## config.mk

```make
export PLATFORM = sky130hd
export DESIGN_NAME = ultrasonic_range_controller_unit
export DESIGN_NICKNAME = d
export VERILOG_FILES = /design/src/rtl/urc_pkg.sv /design/src/rtl/ultrasonic_range_controller_unit.sv
export SDC_FILE = /design/constraint.sdc
export NUM_CORES = 1
export LEC_CHECK = 0
export ABC_AREA = 0
export BUFFER_PORTS_ARGS = -buffer_cell sky130_fd_sc_hd__buf_4
export CAP_MARGIN = 20
export CORE_MARGIN = 2
export CORE_UTILIZATION = 55
export DETAILED_ROUTE_END_ITERATION = 12
export PLACE_DENSITY = 0.71
export SETUP_SLACK_MARGIN = 0.4
export SYNTH_ARGS = -nofsm -noshare
export SYNTH_HDL_FRONTEND = slang
export SYNTH_SLANG_ARGS = --single-unit
export TNS_END_PERCENT = 5
```

## constraint.sdc

```tcl
create_clock -name clk -period 5.65 [get_ports clk]
set_input_delay 0.565 -clock clk [delete_from_list [all_inputs] [get_ports clk]]
set_output_delay 0.565 -clock clk [all_outputs]
set_load 0.01 [all_outputs]
```

## src/rtl/urc_pkg.sv

```systemverilog
// Package for the ultrasonic range controller: constants, codes, types and helpers.
`timescale 1ns / 1ps

package urc_pkg;

  // Default counter width for the echo and timeout counters.
  localparam int COUNT_BITS_DEF = 24;

  // Register field widths.
  localparam int SETTLE_W  = 8;
  localparam int TRIG_W    = 8;
  localparam int TIMEOUT_W = 24;
  localparam int OFFSET_W  = 8;
  localparam int CFG_W     = 24;
  localparam int CFG_IDX_W = 2;

  // Result field widths.
  localparam int CM_W     = 19;
  localparam int TENTHS_W = 4;

  // Largest reportable whole-centimeter value.
  localparam logic [CM_W-1:0] CM_MAX = {CM_W{1'b1}};

  // Reset values of the registers.
  localparam logic [SETTLE_W-1:0]  SETTLE_RST  = 8'd2;
  localparam logic [TRIG_W-1:0]    TRIG_RST    = 8'd10;
  localparam logic [TIMEOUT_W-1:0] TIMEOUT_RST = 24'd1000000;
  localparam logic [OFFSET_W-1:0]  OFFSET_RST  = 8'd7;

  // width*10/58 == width*5/29: tracked as a running quotient / remainder.
  localparam logic [5:0] DIST_STEP = 6'd5;
  localparam logic [5:0] DIST_DIV  = 6'd29;
  localparam logic [4:0] DIST_REM_ZERO = 5'd0;

  localparam logic [TENTHS_W-1:0] TENTHS_LAST = 4'd9;

  // Register index codes.
  typedef enum logic [CFG_IDX_W-1:0] {
    REG_SETTLE  = 2'd0,
    REG_TRIGGER = 2'd1,
    REG_TIMEOUT = 2'd2,
    REG_OFFSET  = 2'd3
  } reg_idx_t;

  // Input kind codes.
  localparam logic KIND_TICK  = 1'b0;
  localparam logic KIND_START = 1'b1;

  // Measurement phases.
  typedef enum logic [4:0] {
    PH_IDLE      = 5'b00001,
    PH_SETTLE    = 5'b00010,
    PH_TRIG      = 5'b00100,
    PH_WAIT_RISE = 5'b01000,
    PH_MEASURE   = 5'b10000
  } phase_t;

  // Status codes.
  localparam logic STAT_OK      = 1'b0;
  localparam logic STAT_TIMEOUT = 1'b1;

  // One result item.
  typedef struct packed {
    logic                trigger_out;
    logic                busy_res;
    logic                done_res;
    logic                status;
    logic [CM_W-1:0]     whole_cm;
    logic [TENTHS_W-1:0] distance_tenths;
  } result_t;

  typedef struct packed {
    logic [4:0]          quo;
    logic [TENTHS_W-1:0] rem;
  } div10_t;

  // Split an 8-bit value into tens and units: x*205 >> 11 is exact below 1029.
  function automatic div10_t div10_u8(input logic [7:0] x);
    logic [15:0] prod;
    logic [7:0]  back;
    div10_t      res;
    prod     = 16'(x) * 16'd205;
    res.quo  = prod[15:11];
    back     = 8'(res.quo) * 8'd10;
    res.rem  = TENTHS_W'(x - back);
    return res;
  endfunction

endpackage

```

## src/rtl/ultrasonic_range_controller_unit.sv

```systemverilog
// Ultrasonic range controller: trigger sequencing, echo width count and distance result.
`timescale 1ns / 1ps

//  channel | ports                                      | item
//  --------+--------------------------------------------+-------------------------------
//  in      | in_valid, in_stall, in_kind, in_echo_level | one 1 us tick or a start
//  out     | out_valid, out_stall, out_* result fields  | state after each input item
//  cfg     | cfg_we, cfg_index, cfg_data                | register write, no read-back
//
//  Every input item gives one registered result item. An item can be accepted every
//  cycle while in_stall is low. Phase update and echo tracking settle in one pass.
//  The distance is kept as a running quotient of width*5/29 split into cm and tenths,
//  so no divider sits in the path. A two-entry output buffer (result register plus
//  skid register) lets one more item in while a result is stalled; in_stall rises
//  only when both entries are full. Synchronous active-low reset returns idle phase,
//  cleared counters and the register defaults.

module ultrasonic_range_controller_unit #(
  parameter int COUNT_BITS = urc_pkg::COUNT_BITS_DEF
) (
  input  logic                          clk,
  input  logic                          rst_n,
  // input channel
  input  logic                          in_valid,
  output logic                          in_stall,
  input  logic                          in_kind,
  input  logic                          in_echo_level,
  // result channel
  output logic                          out_valid,
  input  logic                          out_stall,
  output logic                          out_trigger_out,
  output logic                          out_busy_res,
  output logic                          out_done_res,
  output logic                          out_status,
  output logic [urc_pkg::CM_W-1:0]      out_whole_cm,
  output logic [urc_pkg::TENTHS_W-1:0]  out_distance_tenths,
  // configuration
  input  logic                          cfg_we,
  input  logic [urc_pkg::CFG_IDX_W-1:0] cfg_index,
  input  logic [urc_pkg::CFG_W-1:0]     cfg_data
);

  // Compare widths: wide enough for both operands.
  localparam int TMO_CMP_W = (COUNT_BITS > urc_pkg::TIMEOUT_W) ? COUNT_BITS
                                                               : urc_pkg::TIMEOUT_W;
  localparam int CM_CMP_W  = (COUNT_BITS > urc_pkg::CM_W) ? COUNT_BITS : urc_pkg::CM_W;
  localparam logic [COUNT_BITS-1:0] CNT_MAX = {COUNT_BITS{1'b1}};

  // Configuration registers.
  logic [urc_pkg::SETTLE_W-1:0]  settle_r;
  logic [urc_pkg::TRIG_W-1:0]    trigger_r;
  logic [urc_pkg::TIMEOUT_W-1:0] timeout_r;
  logic [urc_pkg::OFFSET_W-1:0]  offset_r;

  always_ff @(posedge clk) begin
    if (!rst_n) begin
      settle_r  <= urc_pkg::SETTLE_RST;
      trigger_r <= urc_pkg::TRIG_RST;
      timeout_r <= urc_pkg::TIMEOUT_RST;
      offset_r  <= urc_pkg::OFFSET_RST;
    end else if (cfg_we) begin
      case (urc_pkg::reg_idx_t'(cfg_index))
        urc_pkg::REG_SETTLE:  settle_r  <= cfg_data[urc_pkg::SETTLE_W-1:0];
        urc_pkg::REG_TRIGGER: trigger_r <= cfg_data[urc_pkg::TRIG_W-1:0];
        urc_pkg::REG_TIMEOUT: timeout_r <= cfg_data[urc_pkg::TIMEOUT_W-1:0];
        urc_pkg::REG_OFFSET:  offset_r  <= cfg_data[urc_pkg::OFFSET_W-1:0];
        default: ;
      endcase
    end
  end

  // Measurement state.
  urc_pkg::phase_t                phase_r, phase_nxt;
  logic [7:0]                     ptimer_r, ptimer_nxt;
  logic [COUNT_BITS-1:0]          wait_r, wait_nxt;
  logic [COUNT_BITS-1:0]          pulse_r, pulse_nxt;
  logic                           echo_prev_r, echo_prev_nxt;
  // Running distance: remainder of 5*width mod 29, plus quotient+offset in cm/tenths.
  logic [4:0]                     drem_r, drem_nxt;
  logic [COUNT_BITS-1:0]          dcm_r, dcm_nxt;
  logic [urc_pkg::TENTHS_W-1:0]   dtn_r, dtn_nxt;

  logic                           in_acc;
  logic                           rise, fall;
  logic                           pulse_inc;
  logic [5:0]                     drem_sum;
  logic                           timed_out;
  logic [TMO_CMP_W-1:0]           wait_cmp, tmo_cmp;
  logic [CM_CMP_W-1:0]            cm_wide;
  urc_pkg::div10_t                off_split;
  urc_pkg::result_t               res_new;

  assign rise      = !echo_prev_r && in_echo_level;
  assign fall      = echo_prev_r && !in_echo_level;
  assign off_split = urc_pkg::div10_u8(offset_r);
  assign wait_cmp  = TMO_CMP_W'(wait_nxt);
  assign tmo_cmp   = TMO_CMP_W'(timeout_r);
  assign timed_out = (wait_cmp >= tmo_cmp) || (wait_nxt == CNT_MAX);
  assign drem_sum  = {1'b0, drem_r} + urc_pkg::DIST_STEP;
  assign cm_wide   = CM_CMP_W'(dcm_nxt);

  always_comb begin
    phase_nxt     = phase_r;
    ptimer_nxt    = ptimer_r;
    wait_nxt      = wait_r;
    pulse_nxt     = pulse_r;
    echo_prev_nxt = echo_prev_r;
    drem_nxt      = drem_r;
    dcm_nxt       = dcm_r;
    dtn_nxt       = dtn_r;
    pulse_inc     = 1'b0;

    res_new                 = '0;
    res_new.status          = urc_pkg::STAT_OK;

    if (in_kind == urc_pkg::KIND_START) begin
      // Start only takes effect from idle; echo sample is ignored.
      if (phase_r == urc_pkg::PH_IDLE) begin
        ptimer_nxt = '0;
        wait_nxt   = '0;
        pulse_nxt  = '0;
        phase_nxt  = (settle_r == '0) ? urc_pkg::PH_TRIG : urc_pkg::PH_SETTLE;
      end
    end else begin
      echo_prev_nxt = in_echo_level;
      case (phase_r)
        urc_pkg::PH_SETTLE: begin
          ptimer_nxt = ptimer_r + 8'd1;
          if (ptimer_nxt >= settle_r) begin
            phase_nxt  = urc_pkg::PH_TRIG;
            ptimer_nxt = '0;
          end
        end
        urc_pkg::PH_TRIG: begin
          ptimer_nxt = ptimer_r + 8'd1;
          if (ptimer_nxt >= trigger_r) begin
            phase_nxt  = urc_pkg::PH_WAIT_RISE;
            ptimer_nxt = '0;
            wait_nxt   = '0;
            pulse_nxt  = '0;
          end
        end
        urc_pkg::PH_WAIT_RISE, urc_pkg::PH_MEASURE: begin
          if (wait_r != CNT_MAX) begin
            wait_nxt = wait_r + COUNT_BITS'(1);
          end
          if (phase_r == urc_pkg::PH_WAIT_RISE) begin
            if (rise) begin
              // Width restarts; distance starts from the offset.
              phase_nxt = urc_pkg::PH_MEASURE;
              pulse_nxt = '0;
              drem_nxt  = urc_pkg::DIST_REM_ZERO;
              dcm_nxt   = COUNT_BITS'(off_split.quo);
              dtn_nxt   = off_split.rem;
            end
          end else if (fall || in_echo_level) begin
            pulse_inc = (pulse_r != CNT_MAX);
          end

          if (pulse_inc) begin
            pulse_nxt = pulse_r + COUNT_BITS'(1);
            if (drem_sum >= urc_pkg::DIST_DIV) begin
              drem_nxt = 5'(drem_sum - urc_pkg::DIST_DIV);
              if (dtn_r == urc_pkg::TENTHS_LAST) begin
                dtn_nxt = '0;
                dcm_nxt = dcm_r + COUNT_BITS'(1);
              end else begin
                dtn_nxt = dtn_r + urc_pkg::TENTHS_W'(1);
              end
            end else begin
              drem_nxt = drem_sum[4:0];
            end
          end

          if (phase_r == urc_pkg::PH_MEASURE && fall) begin
            res_new.done_res = 1'b1;
            res_new.status   = urc_pkg::STAT_OK;
            phase_nxt        = urc_pkg::PH_IDLE;
            if (cm_wide > CM_CMP_W'(urc_pkg::CM_MAX)) begin
              res_new.whole_cm        = urc_pkg::CM_MAX;
              res_new.distance_tenths = urc_pkg::TENTHS_LAST;
            end else begin
              res_new.whole_cm        = cm_wide[urc_pkg::CM_W-1:0];
              res_new.distance_tenths = dtn_nxt;
            end
          end else if (timed_out) begin
            res_new.done_res = 1'b1;
            res_new.status   = urc_pkg::STAT_TIMEOUT;
            phase_nxt        = urc_pkg::PH_IDLE;
          end
        end
        default: ;
      endcase
    end

    res_new.trigger_out = (phase_nxt == urc_pkg::PH_TRIG);
    res_new.busy_res    = (phase_nxt != urc_pkg::PH_IDLE);
  end

  always_ff @(posedge clk) begin
    if (!rst_n) begin
      phase_r     <= urc_pkg::PH_IDLE;
      ptimer_r    <= '0;
      wait_r      <= '0;
      pulse_r     <= '0;
      echo_prev_r <= 1'b0;
      drem_r      <= urc_pkg::DIST_REM_ZERO;
      dcm_r       <= '0;
      dtn_r       <= '0;
    end else if (in_acc) begin
      phase_r     <= phase_nxt;
      ptimer_r    <= ptimer_nxt;
      wait_r      <= wait_nxt;
      pulse_r     <= pulse_nxt;
      echo_prev_r <= echo_prev_nxt;
      drem_r      <= drem_nxt;
      dcm_r       <= dcm_nxt;
      dtn_r       <= dtn_nxt;
    end
  end

  // Output buffer: result register plus one skid entry.
  urc_pkg::result_t out_r, skid_r;
  logic             out_vld_r, skid_vld_r;
  logic             out_take;

  assign in_stall = skid_vld_r;
  assign in_acc   = in_valid && !skid_vld_r;
  assign out_take = out_vld_r && !out_stall;

  always_ff @(posedge clk) begin
    if (!rst_n) begin
      out_vld_r  <= 1'b0;
      skid_vld_r <= 1'b0;
    end else if (skid_vld_r) begin
      if (out_take) begin
        skid_vld_r <= 1'b0;
      end
    end else if (in_acc) begin
      if (!out_vld_r || out_take) begin
        out_vld_r <= 1'b1;
      end else begin
        skid_vld_r <= 1'b1;
      end
    end else if (out_take) begin
      out_vld_r <= 1'b0;
    end
  end

  always_ff @(posedge clk) begin
    if (skid_vld_r) begin
      if (out_take) begin
        out_r <= skid_r;
      end
    end else if (in_acc) begin
      if (!out_vld_r || out_take) begin
        out_r <= res_new;
      end else begin
        skid_r <= res_new;
      end
    end
  end

  assign out_valid           = out_vld_r;
  assign out_trigger_out     = out_r.trigger_out;
  assign out_busy_res        = out_r.busy_res;
  assign out_done_res        = out_r.done_res;
  assign out_status          = out_r.status;
  assign out_whole_cm        = out_r.whole_cm;
  assign out_distance_tenths = out_r.distance_tenths;

endmodule

```

Yosys cells after proc, flatten, opt, wreduce, memory -nomap -nowiden
Cells that the tools add are included.
- output and inout port bits: 29
- word-level logic and storage cells: 163
- register bits: 199
- input port bits: 33
- $add $sub $neg: 8
- reductions and logical operators: 35
- order comparisons: 5
- muxes and demuxes: 64
- $mul: 2
- bitwise operators: 3
- equality and inequality tests: 20
- operator list (operator ; number):
    $mux 24 ; 17
    $mux 27 ; 4
    $pmux 24 s2 ; 2
    $add 24x1->24 const B ; 3
    $mux 5 ; 12
    $mux 25 ; 2
    $ne 24x24->1 const B ; 2
    $mux 23 ; 2
    $mux 8 ; 4
    $eq 24x24->1 const B ; 1
    $ge 24x24->1 ; 1
    $gt 24x19->1 const B ; 1
    $mux 4 ; 5
    $ge 8x8->1 ; 2
    $mul 8x8->16 const B ; 1
    $pmux 8 s2 ; 1
    $pmux 5 s3 ; 1
    $reduce_and 3->1 ; 5
    $mux 1 ; 11
    $eq 5x3->1 const B ; 2
    $reduce_and 2->1 ; 5
    $reduce_bool 2->1 ; 5
    $add 8x1->8 const B ; 1
    $logic_not 8->1 ; 1
    other kinds (28) ; 46

Longest topological paths before layout
- depth after elaboration: 18
- depth in mapped cells: 23
- mapped depth without buffers: 23

Worst setup path before layout
No wires, ideal clock.
- kind: register to register
- start point: register offset_r[2] (netlist bit)
- end point: register out_r (netlist bit out_distance_tenths[3]) (data pin)
- period minus slack after synthesis: 4933 ps
- required time: 5390 ps
- setup time: 260 ps
- buffers on the path: 0
- setup slack: 717 ps
- arrival: 4673 ps
- stages on the path, launching flop included: 21
- cell sequence: dfxtp_1 ha_1 inv_1 fa_1 fa_1 inv_1 fa_1 ha_1 o21a_1 nor2_1 a21oi_1 a21oi_1 xnor2_1 ha_1 fa_1 xor2_1 xnor3_1 nor2_1 a311oi_1 a21oi_1 mux2_2
- RTL lines (item ; RTL line ; RTL):
    start, declared ; ultrasonic_range_controller_unit.sv:53 ; logic [urc_pkg::OFFSET_W-1:0] offset_r;
    start signal, assigned ; ultrasonic_range_controller_unit.sv:60 ; offset_r <= urc_pkg::OFFSET_RST;
    start signal, assigned ; ultrasonic_range_controller_unit.sv:66 ; urc_pkg::REG_OFFSET: offset_r <= cfg_data[urc_pkg::OFFSET_W-1:0];
    end signal, assigned ; ultrasonic_range_controller_unit.sv:253 ; out_r <= skid_r;
    end signal, assigned ; ultrasonic_range_controller_unit.sv:257 ; out_r <= res_new;
    end, declared ; ultrasonic_range_controller_unit.sv:223 ; urc_pkg::result_t out_r, skid_r;

==> run_results.csv <==
group,metric,value,unit
floorplan,rows,55,
synth,ys_seq_area_share,35.5,%
cts,cts_hold_buffers,0,
cts,clkLatencyLatePin,0.46,ns
pwr,p_int,2.32,mW
synth,synth_top_area_share,22.8,%
global_route,grt_pass1_wl,53700,um
placement,portBuffers,61,
timing,hold_violations,0,
cts,h-tree-depth,4,
detailed_routing,drt-vias-per-instance,6.14,
cts,clock_sinks,199,
job,cap_violations,0,
pwr,ir_drop,0.154,mV
timing,fin_tns_setup,0,ns
min_path,whs_path_depth,3,
cells_and_area,insertedDiodeCount,0,
detailed_routing,vias,11700,
cells_and_area,synthToLayoutAreaGrowth,12.2,%
timing,final.period_utilization,91.6,%
synth,syn_nets,1714,
cts,cts_tree,"yes",
global_route,antenna_found_initial,0,
worst_setup_path,path_class,"flop to flop",
pwr,p_switching,0.994,mW
cts,clk_pin_slew,0.08,ns
detailed_routing,drt-wirelength-per-cell,17.7,um
pwr,power.leakage,5.60,nW
timing,setup_viol,0,
worst_setup_path,cp-end-kind,"flop",
timing,period_needed,5.18,ns
worst_setup_path,cp.required,5.86,ns
global_route,grt_pass1_vias,10300,
min_path,hp-start,"cfg_data[14]",
synth,synth-main-ff-cell,"dfxtp_1",
pwr,power_switching_share,30.0,%
detailed_routing,drcViolationCount,0,
pwr,power.density,232,nW/um2
cells_and_area,nets,1738,
synth,yosys.area.top_type,"dfxtp_1",
floorplan,pin_count,62,
min_path,hold_class,"primary input to flop",
worst_setup_path,crit-reg2reg-launch,"offset_r[6]$_SDFFE_PN0P_",
worst_setup_path,start_kind,"flop",
pwr,clkPwrFrac,39.6,%
detailed_routing,postRouteAntennaNets,0,
floorplan,coreArea,22700,um2
cells_and_area,layout-drive-gt1-share,12.9,%
timing,slew_violations,0,
placement,dpl.hpwl,23600,um
detailed_routing,first_pass_iters,6,
worst_setup_path,crit_fanout,4,
global_route,grt.total_usage,27.4,%
synth,yosysUniqueCellTypes,79,
timing,clock.fmax,0.193,GHz
detailed_routing,drtIter0Drc,1063,
timing,finalClockSkew,0.0213,ns
floorplan,die_area,24400,um2
worst_setup_path,worstPathArrival,5.38,ns
cts,cts_made_buffers,17,
synth,syn_area_per_cell,8.07,um2
detailed_routing,drt-total-wl,33600,um
global_route,grt_start_max_net_pins,54,
pwr,total_power,3.32,mW
timing,worstMarginPinSlew,0.914,ns
synth,netlist_area,12700,um2
synth,synthArstFlopShare,0,%
synth,synth_edf_count,54,
worst_setup_path,worstSetupStartpoint,"offset_r[6]$_SDFFE_PN0P_",
timing,relSlewSlack,39.0,%
synth,synth_top_cells_by_area,"dfxtp_1 (23%), edfxtp_1 (13%), ha_1 (8.7%)",
floorplan,start_util,56.1,%
floorplan,fp.dieH,156,um
global_route,grt_overflow,0,
pwr,seqPwrFrac,46.5,%
cts,ctsLongestPathBuffers,2,
cells_and_area,nFillCells,1999,
worst_setup_path,ff2ff_path_depth,21,
run_status,status,"finished clean",
synth,ys_warn_count,0,
timing,rsz0062_at_grt,"true",
cts,root_buffer,"clkbuf_16",
floorplan,dieWidth,156,um
placement,routabilityCongestion,0.958,
synth,synthCells,1580,
synth,ys_seq_elements,199,
pwr,pwr-share-comb,13.9,%
==> kinds of logic (layout without fill, tap and decap cells) <==
family | after synthesis | count (layout) | share of synthesized area (%)
AOI/OAI and AO/OA | 392 | 392 | 19.7
DFF | 199 | 199 | 35.5
muxes | 25 | 25 | 2.06
adders and majority gates | 101 | 101 | 10.6
and+or+nand+nor | 628 | 628 | 23.1
buffers and inverters | 193 | 230 | 6.02
xor gates and xnor gates | 42 | 42 | 2.99
==> worst max-delay path, stage by stage, from the launching register on <==
cell and delay, ns:
dfxtp_4 0.37, ha_4 0.27, inv_1 0.05, fa_1 0.49, fa_1 0.49, inv_1 0.05, fa_1 0.53, ha_1 0.22
o21a_1 0.18, nor2_2 0.15, a21oi_2 0.05, a21oi_2 0.14, buf_4 0.13, xnor2_2 0.07, ha_2 0.18, fa_2 0.33
xor2_1 0.15, xnor3_1 0.22, nor2_1 0.07, a311oi_2 0.36, a21oi_2 0.11, mux2_4 0.30
==> synthesized netlist by cell type (19+ instances only) <==
master,instances
dfxtp_1,145
a21oi_1,124
a211oi_1,32
and3_1,25
inv_1,102
xnor2_1,19
nor3_1,45
edfxtp_1,54
o21ai_0,90
nand4_1,23
nand2_1,186
clkbuf_1,67
nor2_1,194
ha_1,89
nand3_1,56
xor2_1,22
==> final cells by class <==
class | count | area [um2] | share of cell area (%)
clock buffer | 17 | 425 | 2.97
inverter | 102 | 383 | 2.68
sequential | 199 | 4540 | 31.8
clock inverter | 15 | 216 | 1.51
timing repair buffer | 96 | 728 | 5.09
tap | 285 | 357 | 2.49
multi-input combinational | 1188 | 7650 | 53.5
==> worst paths after layout <==
check,end,slack [ns]
worst max-delay path,out_distance_tenths[3]$_DFFE_PP_,0.47
worst min register to register,timeout_r[13]$_SDFFE_PN0P_,0.46
worst min-delay path,timeout_r[14]$_SDFFE_PN1P_,0.33
worst max register to register,out_distance_tenths[3]$_DFFE_PP_,0.47
==> registers in the layout (all words and copies together) (netlist names), 4 cells and up <==
register,count
settle_r,8
offset_r,8
out_whole_cm,19
dtn_r,4
trigger_r,8
dcm_r,24
drem_r,5
timeout_r,24
out_distance_tenths,4
phase_r,5
ptimer_r,8
skid_r,27
wait_r,24
pulse_r,24
==> layer usage <==
layer / part of all wire, % / GRT usage [%] / wire, um / vias up
met2: 44 / 41.3 / 14700 / 445
met3: 7.3 / 4.29 / 2460 / 66
li1: - / - / - / 5683
met5: 0 / 0 / 0 / -
met4: 1.8 / 7.65 / 600 / 0
met1: 47 / 40.7 / 15800 / 5487
==> power groups by stage <==
stage	Combinational, mW	Clock, mW	Sequential, mW
6_report	0.462	1.31	1.54
5_1_grt	0.511	1.39	1.55
4_1_cts	0.423	1.32	1.54
3_5_place_dp	0.415	0	1.57
3_3_place_gp	0.408	0	1.57
2_1_floorplan	0.281	0	1.56
==> what timing repair did <==
| action | in CTS | in global routing |
|---|---|---|
| setup buffers | 1 | 14 |
| setup endpoints to repair | 10 | 14 |
| resized for setup | 9 | 40 |
| hold endpoints to repair | 0 | 0 |
| pin swaps | 1 | 20 |
==> stage by stage <==
stage	hold WS [ns]	worst slack, ns	util, %	std cells	cell area, um2
6_report	0.332	0.475	63.0	1902	14300
5_1_grt	0.338	0.318	63.0	1902	14300
4_1_cts	0.325	0.375	61.8	1887	14000
3_5_place_dp	0.448	0.0214	58.7	1854	13300
3_3_place_gp	0.445	0.183	58.7	1854	13300
2_1_floorplan	0.436	0.717	-	1580	12700
==> layout by cell type, fill, tap and decap left out, drive strengths merged, types with 7 or more instances in the layout <==
| cell type | instances |
|---|---|
| dfxtp | 145 |
| or3 | 11 |
| xor2 | 22 |
| a21oi | 124 |
| a21o | 12 |
| o211ai | 13 |
| xnor2 | 19 |
| nand4 | 23 |
| buf | 96 |
| fa | 12 |
| a31oi | 13 |
| clkbuf | 17 |
| nand3 | 56 |
| mux2 | 10 |
| edfxtp | 54 |
| nor4 | 19 |
| nor2 | 195 |
| nand2 | 187 |
| o21a | 8 |
| inv | 112 |
| nor2b | 14 |
| a211oi | 32 |
| ha | 89 |
| mux2i | 15 |
| o31a | 7 |
| and3 | 25 |
| a22oi | 18 |
| and2 | 8 |
| nand2b | 11 |
| a311oi | 8 |
| nor3 | 49 |
| o21ai | 93 |
No activity file was read; power rests on OpenSTA's default activity.
